File: config.mk
export PLATFORM = sky130hd
export DESIGN_NAME = primality_test_64bit_flat
export DESIGN_NICKNAME = d
export VERILOG_FILES = /design/src/pt64_pkg.sv /design/src/pt64_if.sv /design/src/pt64_modmul.sv /design/src/primality_test_64bit.sv /design/src/flat_wrapper.sv
export SDC_FILE = /design/constraint.sdc
export NUM_CORES = 2
export LEC_CHECK = 0
export ABC_AREA = 1
export BUFFER_PORTS_ARGS = -buffer_cell sky130_fd_sc_hd__buf_4
export CAP_MARGIN = 5
export CORE_UTILIZATION = 40
export CTS_CLUSTER_DIAMETER = 100
export DETAILED_ROUTE_END_ITERATION = 6
export SLEW_MARGIN = 20
export SYNTH_ARGS = -nofsm -noshare
export SYNTH_HDL_FRONTEND = slang
export SYNTH_HIERARCHICAL = 1
export SYNTH_SLANG_ARGS = --single-unit
File: constraint.sdc
create_clock -name clk -period 10 [get_ports clk]
set_input_delay 0.5 -clock clk [delete_from_list [all_inputs] [get_ports clk]]
set_output_delay 0.5 -clock clk [all_outputs]
set_load 0.01 [all_outputs]
File: src/pt64_pkg.sv
// ----------------------------------------------------------------------------
// pt64_pkg
// Shared constants and types of the 64-bit primality tester.
// ----------------------------------------------------------------------------
package pt64_pkg;

	localparam int NUM_TRIAL = 4;
	localparam int NUM_BASES = 7;

	localparam logic [3:0] TRIAL_PRIMES [NUM_TRIAL] = '{4'd2, 4'd3, 4'd5, 4'd7};

	localparam logic [31:0] SPRP_BASES [NUM_BASES] = '{
		32'd2, 32'd325, 32'd9375, 32'd28178,
		32'd450775, 32'd9780504, 32'd1795265022
	};

	typedef enum logic [3:0] {
		ST_IDLE,
		ST_CHECK,
		ST_TRIAL_GO,
		ST_TRIAL_WAIT,
		ST_FACTOR,
		ST_BASE_GO,
		ST_BASE_WAIT,
		ST_POW_CHK,
		ST_POW_MUL_WAIT,
		ST_POW_SQR_GO,
		ST_POW_SQR_WAIT,
		ST_X_CHK,
		ST_SQ_CHK,
		ST_SQ_WAIT,
		ST_PASS,
		ST_DONE
	} state_t;

endpackage

File: src/pt64_if.sv
// ----------------------------------------------------------------------------
// pt64_if
// Valid/ready channels: candidate in, verdict out.
// ----------------------------------------------------------------------------
interface pt64_cand_if;
	logic        valid;
	logic        ready;
	logic [63:0] candidate;

	modport source (output valid, output candidate, input ready);
	modport sink   (input valid, input candidate, output ready);
endinterface

interface pt64_res_if;
	logic valid;
	logic ready;
	logic prime_flag;

	modport source (output valid, output prime_flag, input ready);
	modport sink   (input valid, input prime_flag, output ready);
endinterface

File: src/pt64_modmul.sv
// ----------------------------------------------------------------------------
// pt64_modmul
// Bit-serial modular multiplier: x * y mod m, one bit of y per step.
// ----------------------------------------------------------------------------
module pt64_modmul #(
	parameter int W  = 64,
	parameter int YW = 64
) (
	input  logic          clk,
	input  logic          arst_n,
	input  logic          start,
	input  logic [W-1:0]  x,
	input  logic [YW-1:0] y,
	input  logic [W-1:0]  m,
	output logic          done,
	output logic [W-1:0]  prod
);
	localparam int CW = $clog2(YW + 1);

	logic [W-1:0]  acc_q;
	logic [W-1:0]  x_q;
	logic [W-1:0]  m_q;
	logic [YW-1:0] y_q;
	logic [CW-1:0] cnt_q;
	logic          ph_q;
	logic          busy_q;
	logic          done_q;
	logic [W-1:0]  sum;

	// (a + b) mod m for a, b < m
	function automatic logic [W-1:0] add_mod(input logic [W-1:0] a, input logic [W-1:0] b,
			input logic [W-1:0] md);
		logic [W:0]   s;
		logic [W+1:0] t;
		s = {1'b0, a} + {1'b0, b};
		t = {1'b0, s} - {2'b00, md};
		return t[W+1] ? s[W-1:0] : t[W-1:0];
	endfunction

	// phase 0 doubles, phase 1 adds x when the current bit of y is set
	assign sum = ph_q ? add_mod(acc_q, x_q, m_q) : add_mod(acc_q, acc_q, m_q);

	always_ff @(posedge clk or negedge arst_n) begin
		if (!arst_n) begin
			busy_q <= 1'b0;
			done_q <= 1'b0;
			ph_q   <= 1'b0;
			cnt_q  <= '0;
		end else begin
			done_q <= 1'b0;
			if (start) begin
				busy_q <= 1'b1;
				ph_q   <= 1'b0;
				cnt_q  <= CW'(YW);
			end else if (busy_q) begin
				if (!ph_q && y_q[YW-1]) begin
					ph_q <= 1'b1;
				end else begin
					ph_q  <= 1'b0;
					cnt_q <= cnt_q - CW'(1);
					if (cnt_q == CW'(1)) begin
						busy_q <= 1'b0;
						done_q <= 1'b1;
					end
				end
			end
		end
	end

	always_ff @(posedge clk) begin
		if (start) begin
			acc_q <= '0;
			x_q   <= x;
			y_q   <= y;
			m_q   <= m;
		end else if (busy_q) begin
			acc_q <= sum;
			if (ph_q || !y_q[YW-1])
				y_q <= {y_q[YW-2:0], 1'b0};
		end
	end

	assign done = done_q;
	assign prod = acc_q;
endmodule

File: src/primality_test_64bit.sv
// Work: a candidate below 2 skips all multiplies; otherwise trial division takes up to 4 modular
// multiplies (multiplier operand y is YW = max(WIDTH, 32) bits wide), and each of 7 bases up to
// about 2*WIDTH multiplies.
// Throughput: one item at a time; set by the single shared bit-serial multiplier.
// Reset: arst_n clears the sequencer and the output valid; payload regs are not reset.
// ----------------------------------------------------------------------------
// primality_test_64bit
// Deterministic Miller-Rabin test: trial division by 2, 3, 5, 7, then strong
// probable-prime tests to seven fixed bases, all on one serial multiplier.
// ----------------------------------------------------------------------------
module primality_test_64bit import pt64_pkg::*; #(
	parameter int WIDTH = 64
) (
	input  logic        clk,
	input  logic        arst_n,
	pt64_cand_if.sink   cand,
	pt64_res_if.source  res
);
	localparam int YW = (WIDTH > 32) ? WIDTH : 32;
	localparam int SW = $clog2(WIDTH);

	state_t state_q, state_d;

	logic [WIDTH-1:0] n_q;      // candidate under test
	logic [WIDTH-1:0] nm1_q;    // n - 1
	logic [WIDTH-1:0] d_q;      // odd part of n - 1
	logic [SW-1:0]    s_q;      // power of two in n - 1
	logic [SW-1:0]    r_q;      // squaring round
	logic [WIDTH-1:0] e_q;      // remaining exponent
	logic [WIDTH-1:0] acc_q;    // running power, later x
	logic [WIDTH-1:0] b_q;      // repeated square of the base
	logic [1:0]       tidx_q;
	logic [2:0]       bidx_q;
	logic             verdict_q;
	logic             out_valid_q;
	logic             out_bit_q;

	// multiplier hookup
	logic             mm_start;
	logic [WIDTH-1:0] mm_x;
	logic [YW-1:0]    mm_y;
	logic [WIDTH-1:0] mm_m;
	logic             mm_done;
	logic [WIDTH-1:0] mm_prod;

	logic [WIDTH-1:0] prime_w;
	logic             out_free;

	assign prime_w  = WIDTH'(TRIAL_PRIMES[tidx_q]);
	assign out_free = !out_valid_q || res.ready;

	pt64_modmul #(.W(WIDTH), .YW(YW)) u_mul (
		.clk   (clk),
		.arst_n(arst_n),
		.start (mm_start),
		.x     (mm_x),
		.y     (mm_y),
		.m     (mm_m),
		.done  (mm_done),
		.prod  (mm_prod)
	);

	// next state
	always_comb begin
		state_d = state_q;
		case (state_q)
			ST_IDLE:         if (cand.valid) state_d = ST_CHECK;
			ST_CHECK:        state_d = (n_q < WIDTH'(2)) ? ST_DONE : ST_TRIAL_GO;
			ST_TRIAL_GO:     state_d = ST_TRIAL_WAIT;
			ST_TRIAL_WAIT: begin
				if (mm_done) begin
					if (mm_prod == '0)
						state_d = ST_DONE;
					else if (tidx_q == 2'(NUM_TRIAL - 1))
						state_d = ST_FACTOR;
					else
						state_d = ST_TRIAL_GO;
				end
			end
			ST_FACTOR:       if (d_q[0]) state_d = ST_BASE_GO;
			ST_BASE_GO:      state_d = ST_BASE_WAIT;
			ST_BASE_WAIT: begin
				// base that vanishes mod n passes outright
				if (mm_done) state_d = (mm_prod == '0) ? ST_PASS : ST_POW_CHK;
			end
			ST_POW_CHK: begin
				if (e_q == '0)
					state_d = ST_X_CHK;
				else if (e_q[0])
					state_d = ST_POW_MUL_WAIT;
				else
					state_d = ST_POW_SQR_WAIT;
			end
			ST_POW_MUL_WAIT: if (mm_done) state_d = ST_POW_SQR_GO;
			ST_POW_SQR_GO:   state_d = ST_POW_SQR_WAIT;
			ST_POW_SQR_WAIT: if (mm_done) state_d = ST_POW_CHK;
			ST_X_CHK: begin
				state_d = (acc_q == WIDTH'(1) || acc_q == nm1_q) ? ST_PASS : ST_SQ_CHK;
			end
			ST_SQ_CHK:       state_d = (r_q < s_q) ? ST_SQ_WAIT : ST_DONE;
			ST_SQ_WAIT:      if (mm_done) state_d = (mm_prod == nm1_q) ? ST_PASS : ST_SQ_CHK;
			ST_PASS:         state_d = (bidx_q == 3'(NUM_BASES - 1)) ? ST_DONE : ST_BASE_GO;
			ST_DONE:         if (out_free) state_d = ST_IDLE;
			default:         state_d = ST_IDLE;
		endcase
	end

	// multiplier requests
	always_comb begin
		mm_start = 1'b0;
		mm_x     = acc_q;
		mm_y     = YW'(b_q);
		mm_m     = n_q;
		case (state_q)
			ST_TRIAL_GO: begin
				mm_start = 1'b1;
				mm_x     = WIDTH'(1);
				mm_y     = YW'(n_q);
				mm_m     = prime_w;
			end
			ST_BASE_GO: begin
				mm_start = 1'b1;
				mm_x     = WIDTH'(1);
				mm_y     = YW'(SPRP_BASES[bidx_q]);
			end
			ST_POW_CHK: begin
				mm_start = (e_q != '0);
				if (!e_q[0])
					mm_x = b_q;
			end
			ST_POW_SQR_GO: begin
				mm_start = 1'b1;
				mm_x     = b_q;
			end
			ST_SQ_CHK: begin
				mm_start = (r_q < s_q);
				mm_y     = YW'(acc_q);
			end
			default: begin
				mm_start = 1'b0;
			end
		endcase
	end

	always_ff @(posedge clk or negedge arst_n) begin
		if (!arst_n) begin
			state_q     <= ST_IDLE;
			out_valid_q <= 1'b0;
		end else begin
			state_q <= state_d;
			if (state_q == ST_DONE && out_free)
				out_valid_q <= 1'b1;
			else if (res.ready)
				out_valid_q <= 1'b0;
		end
	end

	// datapath
	always_ff @(posedge clk) begin
		case (state_q)
			ST_IDLE: begin
				n_q       <= cand.candidate[WIDTH-1:0];
				verdict_q <= 1'b0;
			end
			ST_CHECK: tidx_q <= '0;
			ST_TRIAL_WAIT: begin
				if (mm_done) begin
					verdict_q <= (n_q == prime_w);
					tidx_q    <= tidx_q + 2'd1;
					nm1_q     <= n_q - WIDTH'(1);
					d_q       <= n_q - WIDTH'(1);
					s_q       <= '0;
					bidx_q    <= '0;
				end
			end
			ST_FACTOR: begin
				if (!d_q[0]) begin
					d_q <= d_q >> 1;
					s_q <= s_q + SW'(1);
				end
			end
			ST_BASE_WAIT: begin
				if (mm_done) begin
					b_q   <= mm_prod;
					acc_q <= WIDTH'(1);
					e_q   <= d_q;
				end
			end
			ST_POW_MUL_WAIT: if (mm_done) acc_q <= mm_prod;
			ST_POW_SQR_WAIT: begin
				if (mm_done) begin
					b_q <= mm_prod;
					e_q <= e_q >> 1;
				end
			end
			ST_X_CHK: r_q <= SW'(1);
			ST_SQ_CHK: if (!(r_q < s_q)) verdict_q <= 1'b0;
			ST_SQ_WAIT: begin
				if (mm_done) begin
					acc_q <= mm_prod;
					r_q   <= r_q + SW'(1);
				end
			end
			ST_PASS: begin
				bidx_q    <= bidx_q + 3'd1;
				verdict_q <= 1'b1;
			end
			ST_DONE: if (out_free) out_bit_q <= verdict_q;
			default: ;
		endcase
	end

	assign cand.ready     = (state_q == ST_IDLE);
	assign res.valid      = out_valid_q;
	assign res.prime_flag = out_bit_q;
endmodule

File: src/flat_wrapper.sv
// flat-port wrapper written by rule: the top's interface ports become plain ports
module primality_test_64bit_flat import pt64_pkg::*;
#(
	parameter int WIDTH = 64
)
  (clk, arst_n, cand_valid, cand_candidate, cand_ready, res_valid, res_prime_flag, res_ready);
  pt64_cand_if cand_i ();
  pt64_res_if res_i ();
  input  logic clk;
  input  logic arst_n;
  input wire logic [$bits(cand_i.valid)-1:0] cand_valid;
  input wire logic [$bits(cand_i.candidate)-1:0] cand_candidate;
  output wire logic [$bits(cand_i.ready)-1:0] cand_ready;
  output wire logic [$bits(res_i.valid)-1:0] res_valid;
  output wire logic [$bits(res_i.prime_flag)-1:0] res_prime_flag;
  input wire logic [$bits(res_i.ready)-1:0] res_ready;
  assign cand_i.valid = cand_valid;
  assign cand_i.candidate = cand_candidate;
  assign cand_ready = cand_i.ready;
  assign res_valid = res_i.valid;
  assign res_prime_flag = res_i.prime_flag;
  assign res_i.ready = res_ready;
  primality_test_64bit #(.WIDTH(WIDTH)) u_core (.clk(clk), .arst_n(arst_n), .cand(cand_i), .res(res_i));
endmodule
==> metrics <==
initial antenna violation count 7; crit path max fanout 43; remaining antenna violation count 0; PD cells 119 nW/µm²; Synth Area in Compound Gates 12.3%; CTS Buffer Depth 3; clk_skew 0.0587 ns; Critical Path End Type register; Post-Syn Instances 6636; Slew HR 27.7%; post-DP HPWL 187 mm; WHS Endpoint u_core/res.valid; synthesis-to-layout area growth 12.3%; clk_lat worst skew 0.72 ns; clk slew on worst S/H paths 0.07 ns; Max VDD drop 0.173 mV; number of instances in the placed design 8223; async set-reset flop share out of synthesis 2.23%; Yosys warnings 6; Crit Path Class reg2reg; xor/xnor share of the synthesized area 3.89%; most frequent CP cell nand2_1; Initial Util 40.4%; Pre-antenna DRT Iters 7; Final Hold Fails 0; Hold Crit Start res_ready; Period minus WS final 6.48 ns; Avg WL per Cell 27.3 µm; Chip Width 350 µm; sequential share of the synthesized area 40.2%; Worst R2R End u_core/u_mul/prod[32]; Non-Filler Instances 8442; syn_area_per_cell 7.32 µm²; setup TNS 0 ns; Mapped Area 48600 µm²; Tot GR Track Use 37.1%; Final Slew Violations 0; CP max-delay cell dfxtp_1; Root Driver clkbuf_16; TritonCTS clock tree done; Post-synth EDFFs 595; die footprint 123000 µm²; Slowest Stage Delay on Critical Path 0.67 ns; gr ovfl total 0; final net count 7044; status finished, final reports clean; row count 127; Setup-failing EPs final 0; total design power 6.47 mW; routed vias 47000; largest net degree at the start of global routing 95; Setup Buffers After CTS 0; DRT Wirelength 231 mm; combinational family with the most area after synthesis simple AND/OR/NAND/NOR gates; Synth Area in Simple Gates 28.4%; CTS buffer count 81; post-synthesis net count 6921; fin crit share 64.8%; Synth Flop Type edfxtp_1; global-route wire length before repair 322 mm; DR vias/cell 5.56; mux cell area share after synthesis 0%; share of layout cells above drive strength 1 6.52%; FF-to-FF Start u_core/u_mul/prod[22]; Highest Clock Rate 154 MHz; critical path arrival 7.05 ns; HP Class in2reg; H-Tree Depth 3; Post-Synth Adder-Cell Area 5.64%; Max Cap Viol 0; area leader, netlist edfxtp_1; CP Launch Type register; core area 120000 µm²; clk sinks 674; DRC Markers 0; vias in the first global route 44600; Yosys top cell area share 36.8%; IO Count 71; Area contributors post-synth edfxtp_1 37%, nand2_1 14%, inv_1 7.5%; RSZ-0062 raised after global routing false; GPL Wtd Cong 1.02; flops & latches, synth 674; Hold Crit Depth 4; Final Util 45.4%; Lkg Pwr 24.3 nW; reg-to-reg slack, setup 3.52 ns; r2r worst-path depth 28; initial DRC count 5321; IO buf count 70; Chip Height 350 µm; worst slew pin tran 1.08 ns; Synth cell types 61; Worst EP required 10.56 ns; Hold Worst Slack 0.0509 ns
[cells in the mapped netlist, types with 6 or more instances]
library cell and n:
xnor2_1 56, nand2_2 14, o21ai_0 373, edfxtp_1 595
a31oi_1 14, dfxtp_1 64, o2111ai_1 8, a21oi_1 381
xor2_1 156, nand3_1 369, buf_1 16, nor3_1 58
o21a_1 15, nand2_4 6, nor2_2 32, a21o_1 21
nand2_1 1814, o22ai_1 14, a22o_1 39, or2_2 16
a21oi_2 8, o21bai_1 49, a221oi_1 9, ha_1 214
o21ai_1 39, nor2_1 822, buf_2 37, o221ai_1 38
o211ai_1 23, inv_1 975, nand3_2 15, dfrtp_1 15
nand3b_1 36, nand4_1 55, nor2_4 16, a21boi_0 9
inv_2 50, nor4_1 31, buf_4 12, buf_6 13
clkbuf_1 72
[cell type report]
type,count,area [µm²]
timing repair buffer,192,1600
tap,1612,2020
sequential,674,19500
clock inverter,59,948
multi-input combinational,4781,24500
fill,12500,65600
inverter,1029,3860
antenna,4,10.0
clock buffer,91,2090
[cells in the final DEF, fill, tap and decap left out, types with 23 or more instances in the layout]
master / count
nand2_1: 1811
inv_1: 972
nor2_1: 818
edfxtp_1: 595
a21oi_1: 381
o21ai_0: 372
nand3_1: 368
ha_1: 214
xor2_1: 156
buf_4: 127
clkbuf_16: 81
dlygate4sd3_1: 65
dfxtp_1: 64
nor3_1: 58
xnor2_1: 56
nand4_1: 55
inv_2: 51
o21bai_1: 49
o21ai_1: 40
a22o_1: 39
o221ai_1: 38
nand3b_1: 36
nor2_2: 31
nor4_1: 31
o211ai_1: 23
[routing by layer]
layer / vias up / GRT usage (%) / wire [µm] / share of wire (%)
met3: 380 / 6.14 / 18900 / 8.2
met1: 22400 / 50.2 / 98500 / 43
li1: 22000 / - / - / -
met2: 2185 / 56.9 / 100000 / 43
met5: - / 0 / 13 / 0.0056
met4: 2 / 18.8 / 13000 / 5.6
[sequential cells by signal, indices dropped and copies added (netlist names), 2 cells and up]
| register | flops |
|---|---|
| u_core/r_q | 6 |
| u_core/acc_q | 64 |
| u_core/nm1_q | 64 |
| u_core/state_q | 4 |
| u_core/u_mul/m_q | 64 |
| u_core/d_q | 64 |
| u_core/tidx_q | 2 |
| u_core/u_mul/y_q | 64 |
| u_core/u_mul/x_q | 64 |
| u_core/u_mul/cnt_q | 7 |
| u_core/s_q | 6 |
| u_core/n_q | 64 |
| u_core/b_q | 64 |
| u_core/bidx_q | 3 |
| u_core/e_q | 64 |
| u_core/u_mul/prod | 64 |
[what timing repair did]
item | CTS | global route
hold buffers | 65 | 0
hold endpoints to repair | 79 | 0
resized for setup | 0 | 0
[where the power goes]
| group | switching (mW) | total [mW] | leakage (nW) | internal, mW |
|---|---|---|---|---|
| clock | 1.35 | 3.41 | 1.47 | 2.05 |
| sequential | 0.00000000000000000893 | 3.02 | 5.61 | 3.02 |
| combinational | 0.00973 | 0.0424 | 17.2 | 0.0327 |
| total | 1.36 | 6.47 | 24.3 | 5.11 |
[cell families after synthesis]
| kind of cell | count (synthesis) |
|---|---|
| fa+ha+maj | 217 |
| simple gates | 3302 |
| flops | 674 |
| compound gates | 1048 |
| buf+inv | 1181 |
| xor+xnor | 214 |
[through the flow]
step,cell area [µm²],worst slack (ns)
final,54500,3.52
after global routing,54500,3.12
after CTS,54500,3.54
after detailed placement,50800,3.61
after global placement,50800,3.59
after floorplan,48600,2.96
[worst max-delay path: cells and delay by family, from the launching register on]
kind / cells / cell delay [ns]
flip-flops: 1 / 0.67
buffers and inverters: 5 / 0.83
adder cells (fa/ha/maj): 2 / 0.67
AND/OR/NAND/NOR: 19 / 3.20
XOR/XNOR: 1 / 0.30
AO/OA/AOI/OAI: 1 / 0.61
[worst max-delay path by stage]
stage,from,endpoint,slack [ns],cells after the start
global placement,u_core/u_mul/prod[0],u_core/u_mul/prod[32],3.59,28
global route,u_core/u_mul/prod[5],u_core/u_mul/prod[32],3.12,30
floorplan,u_core/state_q[2],u_core/u_mul/cnt_q[5],2.96,14
CTS,u_core/u_mul/prod[0],u_core/u_mul/prod[32],3.54,28
finish,u_core/u_mul/prod[22],u_core/u_mul/prod[32],3.52,28
detailed placement,u_core/u_mul/prod[0],u_core/u_mul/prod[32],3.61,28
(Power assumes the default switching activity.)
